[src/fpr_pkg.sv]
`timescale 1ns / 1ps
// ----------------------------------------------------------------------------
// fpr_pkg: shared types and constants of the framed packet receiver
// Frame geometry, register indexes, status codes and the result record.
// ----------------------------------------------------------------------------
package fpr_pkg;

  localparam int MAX_FRAME_BYTES = 1024;
  localparam int HEADER_BYTES    = 8;
  localparam int LEN_CHECK_COUNT = 6;

  // byte counter must hold MAX_FRAME_BYTES itself for the limit compare
  localparam int CNT_W = $clog2(MAX_FRAME_BYTES + 1);

  // 16-bit length plus header still has to fit for the end-of-frame compare
  localparam int LEN_W = 17;

  localparam int CFG_IDX_W = 2;
  localparam int CFG_DAT_W = 8;

  localparam logic [CFG_IDX_W-1:0] REG_SYNC_FIRST  = CFG_IDX_W'(0);
  localparam logic [CFG_IDX_W-1:0] REG_SYNC_SECOND = CFG_IDX_W'(1);

  localparam logic [7:0] SYNC_FIRST_RST  = 8'hAA;
  localparam logic [7:0] SYNC_SECOND_RST = 8'h55;

  typedef logic [CNT_W-1:0] cnt_t;

  typedef enum logic [1:0] {
    STATUS_IDLE   = 2'd0,
    STATUS_ACCEPT = 2'd1,
    STATUS_REJECT = 2'd2
  } status_t;

  typedef struct packed {
    logic [7:0] sync_first;
    logic [7:0] sync_second;
  } cfg_t;

  typedef struct packed {
    logic [1:0] frame_status;
    logic       payload_valid;
    logic [7:0] payload_byte;
  } result_t;

endpackage

[src/fpr_in_if.sv]
`timescale 1ns / 1ps
// ----------------------------------------------------------------------------
// fpr_in_if: received byte channel
// Valid/ready channel carrying one received byte per request.
// ----------------------------------------------------------------------------
interface fpr_in_if import fpr_pkg::*; ();
  logic       valid;
  logic       ready;
  logic [7:0] rx_byte;

  modport source (output valid, output rx_byte, input ready);
  modport sink   (input valid, input rx_byte, output ready);
endinterface

[src/fpr_out_if.sv]
`timescale 1ns / 1ps
// ----------------------------------------------------------------------------
// fpr_out_if: parse result channel
// Valid/ready channel carrying frame status and passed-through payload bytes.
// ----------------------------------------------------------------------------
interface fpr_out_if import fpr_pkg::*; ();
  logic       valid;
  logic       ready;
  logic [1:0] frame_status;
  logic       payload_valid;
  logic [7:0] payload_byte;

  modport source (output valid, output frame_status, output payload_valid,
                  output payload_byte, input ready);
  modport sink   (input valid, input frame_status, input payload_valid,
                  input payload_byte, output ready);
endinterface

[src/framed_packet_receiver.sv]
`timescale 1ns / 1ps
// ----------------------------------------------------------------------------
// framed_packet_receiver: sync byte frame parser with ones-complement checksum
// Parses byte-serial frames and streams payload bytes with a frame status.
// ----------------------------------------------------------------------------
// path: an accepted byte goes through the input register, then the result register
// throughput: one byte per cycle while the output is not stalled, set by the parser
// state update between the input register and the result register
// reset: synchronous; pipeline empties, parser returns to sync search,
// sync bytes go to 0xAA and 0x55
module framed_packet_receiver import fpr_pkg::*; (
  input  logic                 clk,
  input  logic                 rst_n,
  fpr_in_if.sink               in_ch,
  fpr_out_if.source            out_ch,
  input  logic                 cfg_we,
  input  logic [CFG_IDX_W-1:0] cfg_index,
  input  logic [CFG_DAT_W-1:0] cfg_data
);

  cfg_t       cfg;
  result_t    result;

  logic       s1_valid_r;
  logic [7:0] s1_byte_r;
  logic       out_valid_r;
  result_t    out_res_r;

  logic       advance;
  logic       in_ready;
  logic       step;

  assign advance  = !out_valid_r || out_ch.ready;
  assign in_ready = !s1_valid_r || advance;
  assign step     = s1_valid_r && advance;

  fpr_cfg_regs u_cfg (
    .clk       (clk),
    .rst_n     (rst_n),
    .cfg_we    (cfg_we),
    .cfg_index (cfg_index),
    .cfg_data  (cfg_data),
    .cfg       (cfg)
  );

  fpr_parser u_parser (
    .clk     (clk),
    .rst_n   (rst_n),
    .step    (step),
    .rx_byte (s1_byte_r),
    .cfg     (cfg),
    .result  (result)
  );

  // input register
  always_ff @(posedge clk) begin
    if (!rst_n) begin
      s1_valid_r <= 1'b0;
    end else if (in_ready) begin
      s1_valid_r <= in_ch.valid;
    end
  end

  always_ff @(posedge clk) begin
    if (in_ready && in_ch.valid) begin
      s1_byte_r <= in_ch.rx_byte;
    end
  end

  // result register
  always_ff @(posedge clk) begin
    if (!rst_n) begin
      out_valid_r <= 1'b0;
    end else if (step) begin
      out_valid_r <= 1'b1;
    end else if (out_ch.ready) begin
      out_valid_r <= 1'b0;
    end
  end

  always_ff @(posedge clk) begin
    if (step) begin
      out_res_r <= result;
    end
  end

  assign in_ch.ready          = in_ready;
  assign out_ch.valid         = out_valid_r;
  assign out_ch.frame_status  = out_res_r.frame_status;
  assign out_ch.payload_valid = out_res_r.payload_valid;
  assign out_ch.payload_byte  = out_res_r.payload_byte;

  a_s1_hold: assert property (@(posedge clk) disable iff (!rst_n)
    s1_valid_r && !advance |=> s1_valid_r && $stable(s1_byte_r))
    else $error("input register changed while stalled");

  a_status_code: assert property (@(posedge clk) disable iff (!rst_n)
    out_valid_r |-> out_res_r.frame_status != 2'd3)
    else $error("undefined frame status");

  a_byte_zero: assert property (@(posedge clk) disable iff (!rst_n)
    out_valid_r && !out_res_r.payload_valid |-> out_res_r.payload_byte == 8'h00)
    else $error("payload byte set on non-payload result");

  a_step_loads: assert property (@(posedge clk) disable iff (!rst_n)
    step |=> out_valid_r && out_res_r == $past(result))
    else $error("result register missed a parser step");

endmodule

[src/fpr_cfg_regs.sv]
`timescale 1ns / 1ps
// ----------------------------------------------------------------------------
// fpr_cfg_regs: sync byte configuration registers
// Write-only register file holding the two sync bytes.
// ----------------------------------------------------------------------------
module fpr_cfg_regs import fpr_pkg::*; (
  input  logic                 clk,
  input  logic                 rst_n,
  input  logic                 cfg_we,
  input  logic [CFG_IDX_W-1:0] cfg_index,
  input  logic [CFG_DAT_W-1:0] cfg_data,
  output cfg_t                 cfg
);

  cfg_t cfg_r;

  always_ff @(posedge clk) begin
    if (!rst_n) begin
      cfg_r.sync_first  <= SYNC_FIRST_RST;
      cfg_r.sync_second <= SYNC_SECOND_RST;
    end else if (cfg_we) begin
      unique case (cfg_index)
        REG_SYNC_FIRST:  cfg_r.sync_first  <= cfg_data[7:0];
        REG_SYNC_SECOND: cfg_r.sync_second <= cfg_data[7:0];
        default: ;
      endcase
    end
  end

  assign cfg = cfg_r;

endmodule

[src/fpr_parser.sv]
`timescale 1ns / 1ps
// ----------------------------------------------------------------------------
// fpr_parser: header parser and checksum accumulator
// Holds the frame state and works out the result of one byte per step.
// ----------------------------------------------------------------------------
module fpr_parser import fpr_pkg::*; (
  input  logic       clk,
  input  logic       rst_n,
  input  logic       step,
  input  logic [7:0] rx_byte,
  input  cfg_t       cfg,
  output result_t    result
);

  cnt_t        cnt_r, cnt_nxt;
  logic [7:0]  len_hi_r, len_hi_nxt;
  logic [7:0]  len_lo_r, len_lo_nxt;
  logic [7:0]  exp_hi_r, exp_hi_nxt;
  logic [7:0]  exp_lo_r, exp_lo_nxt;
  logic [15:0] acc_r, acc_nxt;
  logic [7:0]  pend_r, pend_nxt;

  cnt_t        cnt_inc;
  logic        is_payload;
  logic        odd_byte;
  logic [15:0] word;
  logic [16:0] sum_raw;
  logic [15:0] sum_all;
  logic [15:0] exp_cur;
  logic [LEN_W-1:0] frame_end;
  result_t     res;

  assign cnt_inc    = cnt_r + cnt_t'(1);
  assign is_payload = (cnt_r >= cnt_t'(HEADER_BYTES));
  assign odd_byte   = cnt_r[0];

  // ones-complement add with end-around carry, same as folding the wide sum
  assign word    = !is_payload ? 16'h0000 : (odd_byte ? {pend_r, rx_byte} : {8'h00, rx_byte});
  assign sum_raw = {1'b0, acc_r} + {1'b0, word};
  assign sum_all = sum_raw[15:0] + {15'h0000, sum_raw[16]};

  // expected low byte arrives on the last header byte of an empty frame
  assign exp_cur   = {exp_hi_r, (cnt_r == cnt_t'(HEADER_BYTES - 1)) ? rx_byte : exp_lo_r};
  assign frame_end = {1'b0, len_hi_r, len_lo_r} + LEN_W'(HEADER_BYTES);

  always_comb begin
    cnt_nxt    = cnt_r;
    len_hi_nxt = len_hi_r;
    len_lo_nxt = len_lo_r;
    exp_hi_nxt = exp_hi_r;
    exp_lo_nxt = exp_lo_r;
    acc_nxt    = acc_r;
    pend_nxt   = pend_r;
    res.frame_status  = STATUS_IDLE;
    res.payload_valid = 1'b0;
    res.payload_byte  = 8'h00;

    if (cnt_r == cnt_t'(0)) begin
      if (rx_byte == cfg.sync_first) begin
        cnt_nxt  = cnt_t'(1);
        acc_nxt  = 16'h0000;
        pend_nxt = 8'h00;
      end
    end else if (cnt_r == cnt_t'(1) && rx_byte != cfg.sync_second) begin
      cnt_nxt = cnt_t'(0);
    end else begin
      cnt_nxt = cnt_inc;
      if (cnt_r == cnt_t'(2)) begin
        len_hi_nxt = rx_byte;
      end else if (cnt_r == cnt_t'(3)) begin
        len_lo_nxt = rx_byte;
      end else if (cnt_r == cnt_t'(LEN_CHECK_COUNT)) begin
        exp_hi_nxt = rx_byte;
      end else if (cnt_r == cnt_t'(HEADER_BYTES - 1)) begin
        exp_lo_nxt = rx_byte;
      end else if (is_payload) begin
        res.payload_valid = 1'b1;
        res.payload_byte  = rx_byte;
        if (odd_byte) begin
          acc_nxt = sum_all;
        end else begin
          pend_nxt = rx_byte;
        end
      end

      if (cnt_inc == cnt_t'(LEN_CHECK_COUNT)) begin
        if ((len_hi_r ^ len_lo_r) != rx_byte) begin
          cnt_nxt = cnt_t'(0);
        end
      end else if (cnt_inc >= cnt_t'(MAX_FRAME_BYTES)) begin
        res.frame_status = STATUS_REJECT;
        cnt_nxt          = cnt_t'(0);
      end else if (cnt_inc > cnt_t'(LEN_CHECK_COUNT)) begin
        if (frame_end == LEN_W'(cnt_inc)) begin
          res.frame_status = (~sum_all == exp_cur) ? STATUS_ACCEPT : STATUS_REJECT;
          cnt_nxt          = cnt_t'(0);
        end
      end
    end
  end

  always_ff @(posedge clk) begin
    if (!rst_n) begin
      cnt_r    <= cnt_t'(0);
      len_hi_r <= 8'h00;
      len_lo_r <= 8'h00;
      exp_hi_r <= 8'h00;
      exp_lo_r <= 8'h00;
      acc_r    <= 16'h0000;
      pend_r   <= 8'h00;
    end else if (step) begin
      cnt_r    <= cnt_nxt;
      len_hi_r <= len_hi_nxt;
      len_lo_r <= len_lo_nxt;
      exp_hi_r <= exp_hi_nxt;
      exp_lo_r <= exp_lo_nxt;
      acc_r    <= acc_nxt;
      pend_r   <= pend_nxt;
    end
  end

  assign result = res;

endmodule

[src/flat_wrapper.sv]
// flat-port wrapper written by rule: the top's interface ports become plain ports
module framed_packet_receiver_flat import fpr_pkg::*;
  (clk, rst_n, cfg_we, cfg_index, cfg_data, in_ch_valid, in_ch_rx_byte, in_ch_ready, out_ch_valid, out_ch_frame_status, out_ch_payload_valid, out_ch_payload_byte, out_ch_ready);
  fpr_in_if in_ch_i ();
  fpr_out_if out_ch_i ();
  input  logic clk;
  input  logic rst_n;
  input  logic cfg_we;
  input  logic [CFG_IDX_W-1:0] cfg_index;
  input  logic [CFG_DAT_W-1:0] cfg_data;
  input wire logic [$bits(in_ch_i.valid)-1:0] in_ch_valid;
  input wire logic [$bits(in_ch_i.rx_byte)-1:0] in_ch_rx_byte;
  output wire logic [$bits(in_ch_i.ready)-1:0] in_ch_ready;
  output wire logic [$bits(out_ch_i.valid)-1:0] out_ch_valid;
  output wire logic [$bits(out_ch_i.frame_status)-1:0] out_ch_frame_status;
  output wire logic [$bits(out_ch_i.payload_valid)-1:0] out_ch_payload_valid;
  output wire logic [$bits(out_ch_i.payload_byte)-1:0] out_ch_payload_byte;
  input wire logic [$bits(out_ch_i.ready)-1:0] out_ch_ready;
  assign in_ch_i.valid = in_ch_valid;
  assign in_ch_i.rx_byte = in_ch_rx_byte;
  assign in_ch_ready = in_ch_i.ready;
  assign out_ch_valid = out_ch_i.valid;
  assign out_ch_frame_status = out_ch_i.frame_status;
  assign out_ch_payload_valid = out_ch_i.payload_valid;
  assign out_ch_payload_byte = out_ch_i.payload_byte;
  assign out_ch_i.ready = out_ch_ready;
  framed_packet_receiver u_core (.clk(clk), .rst_n(rst_n), .in_ch(in_ch_i), .out_ch(out_ch_i), .cfg_we(cfg_we), .cfg_index(cfg_index), .cfg_data(cfg_data));
endmodule
[config.mk]
export PLATFORM = sky130hd
export DESIGN_NAME = framed_packet_receiver_flat
export DESIGN_NICKNAME = d
export VERILOG_FILES = /design/src/fpr_pkg.sv /design/src/fpr_in_if.sv /design/src/fpr_out_if.sv /design/src/framed_packet_receiver.sv /design/src/fpr_cfg_regs.sv /design/src/fpr_parser.sv /design/src/flat_wrapper.sv
export SDC_FILE = /design/constraint.sdc
export NUM_CORES = 1
export LEC_CHECK = 0
export BUFFER_PORTS_ARGS = -buffer_cell sky130_fd_sc_hd__buf_2
export CAP_MARGIN = 20
export CORE_MARGIN = 8
export CORE_UTILIZATION = 35
export CTS_CLUSTER_DIAMETER = 80
export CTS_CLUSTER_SIZE = 16
export DETAILED_ROUTE_END_ITERATION = 8
export GPL_TIMING_DRIVEN = 0
export PLACE_DENSITY_LB_ADDON = 0.05
export SYNTH_ARGS = -nofsm -noshare
export SYNTH_HDL_FRONTEND = slang
export SYNTH_SLANG_ARGS = --single-unit
[constraint.sdc]
create_clock -name clk -period 7.8 [get_ports clk]
set_clock_uncertainty 0.15 [all_clocks]
set_input_delay 1.56 -clock clk [delete_from_list [all_inputs] [get_ports clk]]
set_output_delay 1.56 -clock clk [all_outputs]
set_load 0.02 [all_outputs]
# After elaboration in Yosys (flattened, before gate mapping)
# Index checks and enable logic that the tools add are counted.
dict set report totals {
  regBits 104
  input_bits 23
  output_inout_bits 13
  word_cells 113
}
dict set report classes {
  add_sub_neg 4
  magnitude_cmp 3
  eq_ne 19
  mux 36
  n_bitwise 10
  n_reduce_logical 25
}
# cell count
set ops {}
lappend ops {{$mux W16} 11}
lappend ops {{$mux W11} 8}
lappend ops {{$mux W8} 10}
lappend ops {{$eq A11 B3 Y1 const B} 3}
lappend ops {{$eq A11 B2 Y1 const B} 2}
lappend ops {{$reduce_and A9 Y1} 2}
lappend ops {{$add A16 B16 Y17} 1}
lappend ops {{$add A16 B4 Y17 const B} 1}
lappend ops {{$eq A17 B11 Y1} 1}
lappend ops {{$add A16 B1 Y16} 1}
lappend ops {{$eq A16 B16 Y1} 1}
lappend ops {{$ne A8 B8 Y1} 2}
lappend ops {{$not A16 Y16} 1}
lappend ops {{$reduce_and A6 Y1} 2}
lappend ops {{$reduce_or A6 Y1} 2}
lappend ops {{$add A11 B1 Y11 const B} 1}
lappend ops {{$eq A11 B1 Y1 const B} 1}
lappend ops {{$ge A11 B11 Y1 const B} 1}
lappend ops {{$ge A11 B4 Y1 const B} 1}
lappend ops {{$gt A11 B3 Y1 const B} 1}
lappend ops {{$logic_not A11 Y1} 1}
lappend ops {{$ne A2 B2 Y1 const B} 5}
lappend ops {{$mux W9} 1}
lappend ops {{$eq A8 B8 Y1} 1}
lappend ops {{16 further kinds} 36}

# Longest topological paths before layout
# Gate-level depths: netlist (run 1).
dict set report depth {
  depth_word 12
  mapped_depth 28
  mapped_depth_nobuf 24
}

# Cells and area by module
# From an unflattened synthesis (run 1), not the netlist that was laid out.
dict set report hier_totals {
  cells_unflattened 799
  area_unflattened_um2 7058.0
}
# mod instances cells_per_inst area_per_inst_um2 seq_area_each_um2
set by_module_without_submodules {}
lappend by_module_without_submodules {fpr_parser 1 700 5688.0 1341.3}
lappend by_module_without_submodules {fpr_cfg_regs 1 71 695.7 320.3}
lappend by_module_without_submodules {framed_packet_receiver 1 28 674.4 610.6}

# Worst setup path before layout (run 1)
# Ideal clock, no wire load.
dict set report synth_timing {
  path_kind {reg-to-reg}
  startpoint {register u_core.u_parser.cnt_r[3]}
  endpoint {register u_core.out_res_r, in the netlist u_core.out_ch.frame_status[1], data pin}
  setup_ns 0.260
  t_arrival_ns 5.502
  t_required_ns 7.390
  slack_ns 1.888
  stages_incl_launch_ff 28
  n_path_buf 6
  period_less_slack_ns 5.912
  path_cell_list {dfxtp_1 -> buf_6 -> or3_4 -> or3_2 -> clkbuf_1 -> clkbuf_1 -> clkbuf_1 -> and2_1 -> ha_1 -> clkbuf_1 -> and2_0 -> clkbuf_1 -> o21ai_0 -> a21boi_0 -> o21ai_0 -> a21boi_0 -> o21ai_0 -> nand2b_1 -> ha_1 -> o2111ai_1 -> nor4_1 -> nand3_1 -> nor4_1 -> and3_1 -> xor3_1 -> a2111o_1 -> nor4_2 -> nor2_1}
}
dict set report synth_between {
  elab_chain_cells 10
  word_cells_on_any_way 21
  classes_between {add/sub: 3; order compare: 3; eq/ne: 5; mux: 6; bitwise: 1; reduce/logical: 3}
}
# item line
set synth_rtl {}
lappend synth_rtl {{start, declared} fpr_parser.sv:15} ;# cnt_t cnt_r, cnt_nxt;
lappend synth_rtl {{start signal, assigned} fpr_parser.sv:104} ;# cnt_r <= cnt_t'(0);
lappend synth_rtl {{start signal, assigned} fpr_parser.sv:112} ;# cnt_r <= cnt_nxt;
lappend synth_rtl {{$ge A11 B4 Y1} fpr_parser.sv:34} ;# assign is_payload = (cnt_r >= cnt_t'(HEADER_BYTES));
lappend synth_rtl {{$mux W16} fpr_parser.sv:38} ;# assign word = !is_payload ? 16'h0000 : (odd_byte ? {pend_r, rx_byte} : {8'h00, rx_byte});
lappend synth_rtl {{$add A16 B16 Y17} fpr_parser.sv:39} ;# assign sum_raw = {1'b0, acc_r} + {1'b0, word};
lappend synth_rtl {{$add A16 B1 Y16} fpr_parser.sv:40} ;# assign sum_all = sum_raw[15:0] + {15'h0000, sum_raw[16]};
lappend synth_rtl {{$not A16 Y16} fpr_parser.sv:95} ;# res.frame_status = (~sum_all == exp_cur) ? STATUS_ACCEPT : STATUS_REJECT;
lappend synth_rtl {{$eq A16 B16 Y1} fpr_parser.sv:95}
lappend synth_rtl {{$mux W2} fpr_parser.sv:95}
lappend synth_rtl {{$mux W2} fpr_parser.sv:94} ;# if (frame_end == LEN_W'(cnt_inc)) begin
lappend synth_rtl {{$mux W2} fpr_parser.sv:93} ;# end else if (cnt_inc > cnt_t'(LEN_CHECK_COUNT)) begin
lappend synth_rtl {{$mux W2} fpr_parser.sv:90} ;# end else if (cnt_inc >= cnt_t'(MAX_FRAME_BYTES)) begin
lappend synth_rtl {{end signal, assigned} framed_packet_receiver.sv:83} ;# out_res_r <= result;
lappend synth_rtl {{end, declared} framed_packet_receiver.sv:27} ;# result_t out_res_r;
# Several ways; a longest one is shown, not always the timed one.
# A chain may end at the register's enable or synchronous reset.

# Worst setup path after layout (run 1)
dict set report layout_timing {
  startpoint {register u_core.u_parser.cnt_r[9]}
  endpoint {register u_core.out_res_r, in the netlist u_core.out_ch.frame_status[0], data pin}
}
dict set report layout_between {
  elab_chain_cells 7
  word_cells_on_any_way 20
  classes_between {add/sub: 3; order compare: 3; eq/ne: 5; mux: 3; bitwise: 3; reduce/logical: 3}
}
# item line
set layout_rtl {}
lappend layout_rtl {{$ge A11 B4 Y1} fpr_parser.sv:34}
lappend layout_rtl {{$mux W16} fpr_parser.sv:38}
lappend layout_rtl {{$add A16 B16 Y17} fpr_parser.sv:39}
lappend layout_rtl {{$add A16 B1 Y16} fpr_parser.sv:40}
lappend layout_rtl {{$not A16 Y16} fpr_parser.sv:95}
lappend layout_rtl {{$eq A16 B16 Y1} fpr_parser.sv:95}
lappend layout_rtl {{$mux W2} fpr_parser.sv:95}
# Several ways; a longest one is shown, not always the timed one.

==> flow_summary.json, run 1 <==
{
  "synth_top_area_cell": "dfxtp_1",
  "synth.area.mux_share_pct": 8.40,
  "dieHeight_um": 157,
  "use_met3_pct": 3.34,
  "wl_per_cell_um": 18.1,
  "gp_congestion": 0.831,
  "worst-path-buf-inv": 4,
  "clockBufferDepth": 2,
  "grt.met2_usage_pct": 25.7,
  "multi_input_area_mm2": 0.00444,
  "power.leakage_nw": 3.04,
  "die-area_mm2": 0.0245,
  "grt_max_degree": 21,
  "die_w_um": 157,
  "rows": 51,
  "cp_max_fo": 10,
  "synth_warnings": 0,
  "synth_top_family_by_area": "simple AND/OR/NAND/NOR gates",
  "synthXorXnorAreaFrac_pct": 12.4,
  "vias_per_cell": 5.25,
  "vdd_drop_max_mv": 0.0980,
  "start_kind": "flip-flop",
  "fillers": 1969,
  "first_pass_iters": 4,
  "post-route-min-period_ps": 7160,
  "cap_violations": 0,
  "finalSetupTns_ps": 0,
  "cts_buffers": 9,
  "drc_errors": 0,
  "syn_avg_cell_area_um2": 9.12,
  "slew_violations": 0,
  "core_mm2": 0.0195,
  "cts-root-buf": "clkbuf_16",
  "synthAdderAreaFrac_pct": 4.44,
  "grt_pass1_wl_um": 30400,
  "post_synth_most_frequent_cells": "dfxtp_1, nor2b_1, mux2i_1",
  "synth-edff-count": 19,
  "synth_seq_cells": 104,
  "fin_nets": 852,
  "diodes": 0,
  "synth_most_common_cell": "dfxtp_1",
  "routed_wl_um": 19400,
  "yosysSeqAreaShare_pct": 32.8,
  "synth_cell_types": 79,
  "worst_slew_pin_slew_ps": 962,
  "synth-compound-area-share_pct": 13.6,
  "relSlewSlack_pct": 35.1,
  "hp-class": "reg2reg",
  "cts_max_level": 3,
  "synth-main-ff-cell": "dfxtp_1",
  "gr-max-usage-layer": "met2",
  "p_per_area_mw_per_mm2": 143,
  "numPortBuffers": 35,
  "ant_nets": 0,
  "antenna_found_initial": 0,
  "path_class": "reg2reg",
  "io_pins": 36,
  "fmax_ghz": 0.140,
  "path_clk_slew_ps": 80,
  "syn_nets": 806,
  "final_util_pct": 40.0,
  "status": "finished, final reports clean",
  "grt-ovfl-total": 0,
  "start_util_pct": 35.6,
  "clk_latency_ps": 360,
  "yosysTopAreaCellShare_pct": 24.6,
  "arrival_ps": 7230,
  "cts_tree": "built",
  "clock_sinks": 104,
  "cp_slowest_cell": "or3_2",
  "crit_family": "simple AND/OR/NAND/NOR gates",
  "worstPathRequired_ps": 7870,
  "syn2layout_area_growth_pct": 12.4,
  "grtUsageMet1_pct": 21.4,
  "yosys.area_share.simple_pct": 24.9,
  "setup_viol": 0,
  "end_kind": "flip-flop",
  "vias": 5639,
  "async_reset_ff_share_pct": 0,
  "grt_pass1_vias": 5479,
  "fin_crit_sh_pct": 91.8,
  "hold_viol": 0,
  "seq_area_mm2": 0.00227,
  "syn_inst": 759,
  "synthesis.area_mm2": 0.00693,
  "grt_use_total_pct": 15.9,
  "dp_hpwl_um": 14700,
  "drive_above_1_share_pct": 11.0,
  "drt-initial-drc-count": 257,
  "rsz0062_at_grt": "no",
  "synthTopCellsByArea": "dfxtp_1, mux2i_1, edfxtp_1",
  "max_stage_delay_ps": 460
}
layout by cell type, fill, tap and decap left out, drive strengths merged, types with 3 or more instances in the layout:
| master | instances |
|---|---|
| ha | 23 |
| xnor2 | 52 |
| and2 | 25 |
| clkinv | 4 |
| or3 | 5 |
| nand3 | 24 |
| buf | 45 |
| o21ai | 23 |
| and3 | 28 |
| xnor3 | 4 |
| nand4 | 19 |
| o31ai | 6 |
| nor3 | 15 |
| nor2 | 33 |
| o21a | 7 |
| clkbuf | 45 |
| o311ai | 4 |
| nor3b | 5 |
| a21o | 7 |
| or2 | 5 |
| edfxtp | 19 |
| and4 | 5 |
| a211oi | 7 |
| a31oi | 3 |
| inv | 13 |
| a22oi | 10 |
| xor2 | 33 |
| mux2i | 57 |
| nand2 | 39 |
| nor4 | 15 |
| or4 | 3 |
| a21oi | 18 |
| o211ai | 5 |
| dfxtp | 85 |
| nand2b | 13 |
| nor2b | 59 |
| a21boi | 15 |
final timing paths:
| check | start | slack (ps) | to | cells past startpoint |
|---|---|---|---|---|
| setup / recovery | u_core.u_parser.cnt_r[9]$_SDFFE_PN0P_ | 640 | u_core.out_ch.frame_status[0]$_SDFFCE_PP0P_ | 27 |
| hold / removal | u_core.u_parser.acc_r[10]$_SDFFE_PN0P_ | 340 | u_core.u_parser.acc_r[10]$_SDFFE_PN0P_ | 2 |
| setup reg to reg | u_core.u_parser.cnt_r[9]$_SDFFE_PN0P_ | 640 | u_core.out_ch.frame_status[0]$_SDFFCE_PP0P_ | 27 |
| hold reg to reg | u_core.u_parser.acc_r[10]$_SDFFE_PN0P_ | 340 | u_core.u_parser.acc_r[10]$_SDFFE_PN0P_ | 2 |
through the flow:
step	area, um2	hold WS [ps]	std cells	power (W)	setup WS, ps
3_3_place_gp	7430	317	1059	0.000635	164
3_5_place_dp	7440	334	1060	0.000636	295
5_1_grt	7780	359	1075	0.00116	70.0
2_1_floorplan	6930	295	759	0.000609	1890
4_1_cts	7760	345	1076	0.00113	222
6_report	7780	337	1075	0.00111	638
worst register-to-register path: stages (launching register included):
cell and delay (ps):
dfxtp_1 390, or3_4 450, or3_2 460, clkbuf_1 180, clkbuf_1 270, clkbuf_2 260, and2_1 200, ha_1 390
a21o_1 240, and2_0 140, clkbuf_1 280, o21ai_1 190, a21boi_1 290, o21ai_0 120, a21boi_0 180, o21ai_0 120
nand2b_1 180, ha_1 230, ha_1 220, nand2_1 100, nor3_1 210, nand4_1 230, nor4_4 250, nand2_1 170
nor3_1 290, xnor3_1 280, nor4_2 340, and3_1 230
power breakdown:
group	internal [W]	switching, W	leakage, nW
clock	0.000259	0.000232	0.159
sequential	0.000555	0.00000461	0.861
combinational	0.0000241	0.0000393	2.02
per-layer routing:
layer  wire length (um)  share of wire, %
met5                  0                 0
met4                191              0.98
met3                743               3.8
met2               8920                46
met1               9550                49
cells by family (layout without fill, tap and decap cells):
family          after synthesis  count (layout)
flops                       104             104
fa+ha+maj                    24              24
simple gates                297             297
compound gates              129             129
buf+inv                      57             108
mux                          58              58
xor+xnor                     90              90
final cells by class:
cell class / instances / area share [%]
flip-flops and latches: 104 / 29.2
plain buffers: 45 / 2.49
clock inverters: 7 / 1.27
repair buffers: 36 / 2.35
multi-input cells: 598 / 57.0
clock buffers: 9 / 2.89
inverters: 11 / 0.531
well taps: 265 / 4.26
flip-flops by register name, indices dropped and copies added, names as in the netlist:
register and count:
u_core.u_cfg.cfg 16, u_core.u_parser.acc_r 16, u_core.u_parser.cnt_r 11, u_core.out_ch.payload_byte 8, u_core.s1_byte_r 8, u_core.u_parser.exp_hi_r 8, u_core.u_parser.exp_lo_r 8, u_core.u_parser.len_hi_r 8
u_core.u_parser.len_lo_r 8, u_core.u_parser.pend_r 8, u_core.out_ch.frame_status 2, u_core.out_ch.payload_valid 1, u_core.out_ch.valid 1, u_core.s1_valid_r 1
repair_timing:
action | 4_1_cts | 5_1_grt
endpoints found under the setup margin | 0 | 2
buffers inserted | 0 | 0
resized for setup | 0 | 7
hold buffers | 0 | 0
(Power assumes the default switching activity.)
==> run 2, diff against run 1 <==
--- a/config.mk
+++ b/config.mk
@@ -5,6 +5,7 @@
 export SDC_FILE = /design/constraint.sdc
 export NUM_CORES = 1
 export LEC_CHECK = 0
+export ABC_AREA = 1
 export BUFFER_PORTS_ARGS = -buffer_cell sky130_fd_sc_hd__buf_2
 export CAP_MARGIN = 20
 export CORE_MARGIN = 8
==> constraint.sdc (replaced) <==
create_clock -name clk -period 9 [get_ports clk]
set_clock_uncertainty 0.15 [all_clocks]
set_input_delay 1.8 -clock clk [delete_from_list [all_inputs] [get_ports clk]]
set_output_delay 1.8 -clock clk [all_outputs]
set_load 0.02 [all_outputs]
==> flow_summary.json, run 2 <==
{
  "vias_per_cell": 4.82,
  "cts_buffers": 9,
  "post_synth_most_frequent_cells": "nand2_1, inv_1, nor2_1",
  "synth_top_area_cell": "dfxtp_1",
  "finalSetupTns_ps": 0,
  "syn_nets": 1152,
  "cap_violations": 0,
  "synth_cell_types": 47,
  "drt-initial-drc-count": 406,
  "numPlacedInstances": 1410,
  "grt_pass1_wl_um": 34700,
  "power.internal_w": 0.000697,
  "synth_warnings": 0,
  "end_kind": "flip-flop",
  "fin_nets": 1199,
  "vias": 6883,
  "syn2layout_area_growth_pct": 11.2,
  "whs_path_depth": 2,
  "start_util_pct": 35.7,
  "path_clk_slew_ps": 70,
  "place_area_mm2": 0.00774,
  "relSlewSlack_pct": 46.0,
  "clock_sinks": 104,
  "power_frac_seq_pct": 52.0,
  "cts_max_level": 3,
  "cts-root-buf": "clkbuf_16",
  "setup_viol": 0,
  "cts_tree": "built",
  "arrival_ps": 5900,
  "post-route-min-period_ps": 5940,
  "rows": 52,
  "synthesis.area_mm2": 0.00723,
  "start_kind": "flip-flop",
  "core_mm2": 0.0202,
  "synth_seq_cells": 104,
  "synth-edff-count": 19,
  "grt_max_degree": 19,
  "clk_latency_ps": 360,
  "die_w_um": 160,
  "first_pass_iters": 5,
  "cts-resized-gates": 0,
  "max_stage_delay_ps": 500,
  "fmax_ghz": 0.168,
  "cpMostUsedCell": "nor2_1",
  "post_cts_buffers": 0,
  "numPortBuffers": 35,
  "routed_wl_um": 21900,
  "grt-ovfl-total": 0,
  "reg2reg_depth": 32,
  "worst_slew_pin_slew_ps": 810,
  "swShare_pct": 25.2,
  "synth-main-ff-cell": "dfxtp_1",
  "final_common_cell": "nand2_1",
  "fin_crit_sh_pct": 66.0,
  "drc_errors": 0,
  "io_pins": 36,
  "drive_above_1_share_pct": 11.9,
  "rsz0062_at_grt": "no",
  "combPwrFrac_pct": 5.9,
  "yosysSeqAreaShare_pct": 31.4,
  "dp_hpwl_um": 17500,
  "synthTopCellsByArea": "dfxtp_1, nand2_1, edfxtp_1",
  "seq_area_mm2": 0.00227,
  "slew_violations": 0,
  "hp-class": "reg2reg",
  "final_cell_mix": "nand2_1, inv_1, nor2_1",
  "async_reset_ff_share_pct": 0,
  "gp_congestion": 0.832,
  "synth_most_common_cell": "nand2_1",
  "multi_input_area_mm2": 0.00423,
  "vdd_drop_max_mv": 0.0886,
  "ant_nets": 0,
  "hold_viol": 0,
  "fin_area_mm2": 0.00804,
  "fillers": 2211,
  "p_per_area_mw_per_mm2": 116,
  "grt_use_total_pct": 17.0,
  "grt_pass1_vias": 6416,
  "die-area_mm2": 0.0255,
  "antenna_found_initial": 0,
  "p_sw_w": 0.000235,
  "yosysTopAreaCellShare_pct": 23.5,
  "status": "finished, final reports clean",
  "clockBufferDepth": 2,
  "cp_max_fo": 10,
  "worstPathRequired_ps": 8960,
  "wl_per_cell_um": 15.3,
  "syn_inst": 1105,
  "finalNonFillerCells": 1427,
  "dieHeight_um": 160,
  "path_class": "reg2reg",
  "hold_buffers": 0,
  "cp_slowest_cell": "nor3_2",
  "syn_avg_cell_area_um2": 6.54,
  "power.leakage_nw": 3.59,
  "diodes": 0,
  "clock_power_share_pct": 42.1
}
-- run 2: cell count changes after synthesis, moves of 13 or more --
cell / before / now
nand2_1: 39 / 305
clkbuf_1: 37 / 13
nand2b_1: 13 / 0
inv_1: 11 / 143
mux2i_1: 57 / 0
nor2_1: 32 / 114
xnor2_1: 52 / 11
and3_1: 28 / 0
and2_1: 23 / 1
a21oi_1: 18 / 78
nand3_1: 24 / 98
nor2b_1: 59 / 0
nand2_2: 0 / 15
a21boi_0: 13 / 0
-- run 2: layer usage --
layer / share of wire (%) / global-route usage, % / vias up / wire [um]
li1: - / - / 3651 / -
met1: 53 / 24.8 / 3099 / 11600
met2: 42 / 25.8 / 116 / 9280
met3: 3.3 / 2.75 / 17 / 726
met4: 1.2 / 3.64 / 0 / 267
met5: 0 / 0 / - / 0
-- run 2: metrics by stage --
| stage | setup slack (ps) | hold WS (ps) | util [%] | power [W] |
|---|---|---|---|---|
| 2_1_floorplan | 4460 | 279 | - | 0.000526 |
| 3_3_place_gp | 3030 | 294 | 38.3 | 0.000551 |
| 3_5_place_dp | 3130 | 295 | 38.3 | 0.000551 |
| 4_1_cts | 3090 | 311 | 39.7 | 0.000944 |
| 5_1_grt | 2590 | 329 | 39.7 | 0.000968 |
| 6_report | 3060 | 311 | 39.7 | 0.000932 |
-- run 2: kinds of logic after synthesis --
kind of cell | count (synthesis) | synth area share, %
AOI/OAI and AO/OA | 145 | 11.3
adders and majority gates | 24 | 4.26
buffers and inverters | 182 | 10.1
and+or+nand+nor | 613 | 38.4
xor gates and xnor gates | 37 | 4.48
DFF | 104 | 31.4
-- run 2: final timing paths --
| check | end | slack (ps) | startpoint |
|---|---|---|---|
| max | u_core.out_ch.frame_status[1]$_SDFFCE_PP0P_ | 3060 | u_core.u_parser.cnt_r[7]$_SDFFE_PN0P_ |
| min | u_core.u_parser.exp_lo_r[5]$_SDFFE_PN0P_ | 310 | u_core.u_parser.exp_lo_r[5]$_SDFFE_PN0P_ |
| max reg2reg | u_core.out_ch.frame_status[1]$_SDFFCE_PP0P_ | 3060 | u_core.u_parser.cnt_r[7]$_SDFFE_PN0P_ |
| min reg2reg | u_core.u_parser.exp_lo_r[5]$_SDFFE_PN0P_ | 310 | u_core.u_parser.exp_lo_r[5]$_SDFFE_PN0P_ |
-- run 2: power by group through the flow --
stage | Combinational, W | Sequential, W | Clock [W]
floorplan | 0.0000286 | 0.000498 | 0
global placement | 0.0000552 | 0.000496 | 0
detailed placement | 0.0000549 | 0.000496 | 0
CTS | 0.0000550 | 0.000485 | 0.000404
global route | 0.0000603 | 0.000486 | 0.000422
finish | 0.0000547 | 0.000485 | 0.000393
-- run 2: critical path, delay by kind of cell (launching register included) --
kind	cells	cell delay, ps
AND/OR/NAND/NOR	22	2890
adder cells (fa/ha/maj)	4	1260
buffers and inverters	3	680
AO/OA/AOI/OAI	3	380
flip-flops	1	300
-- run 2: cell type report --
class | count | area share, %
clock inverter | 6 | 0.638
multi-input combinational | 819 | 52.6
clock buffer | 10 | 2.97
timing repair buffer | 36 | 2.24
buffer | 32 | 2.04
tap | 270 | 4.20
inverter | 150 | 7.01
sequential | 104 | 28.3
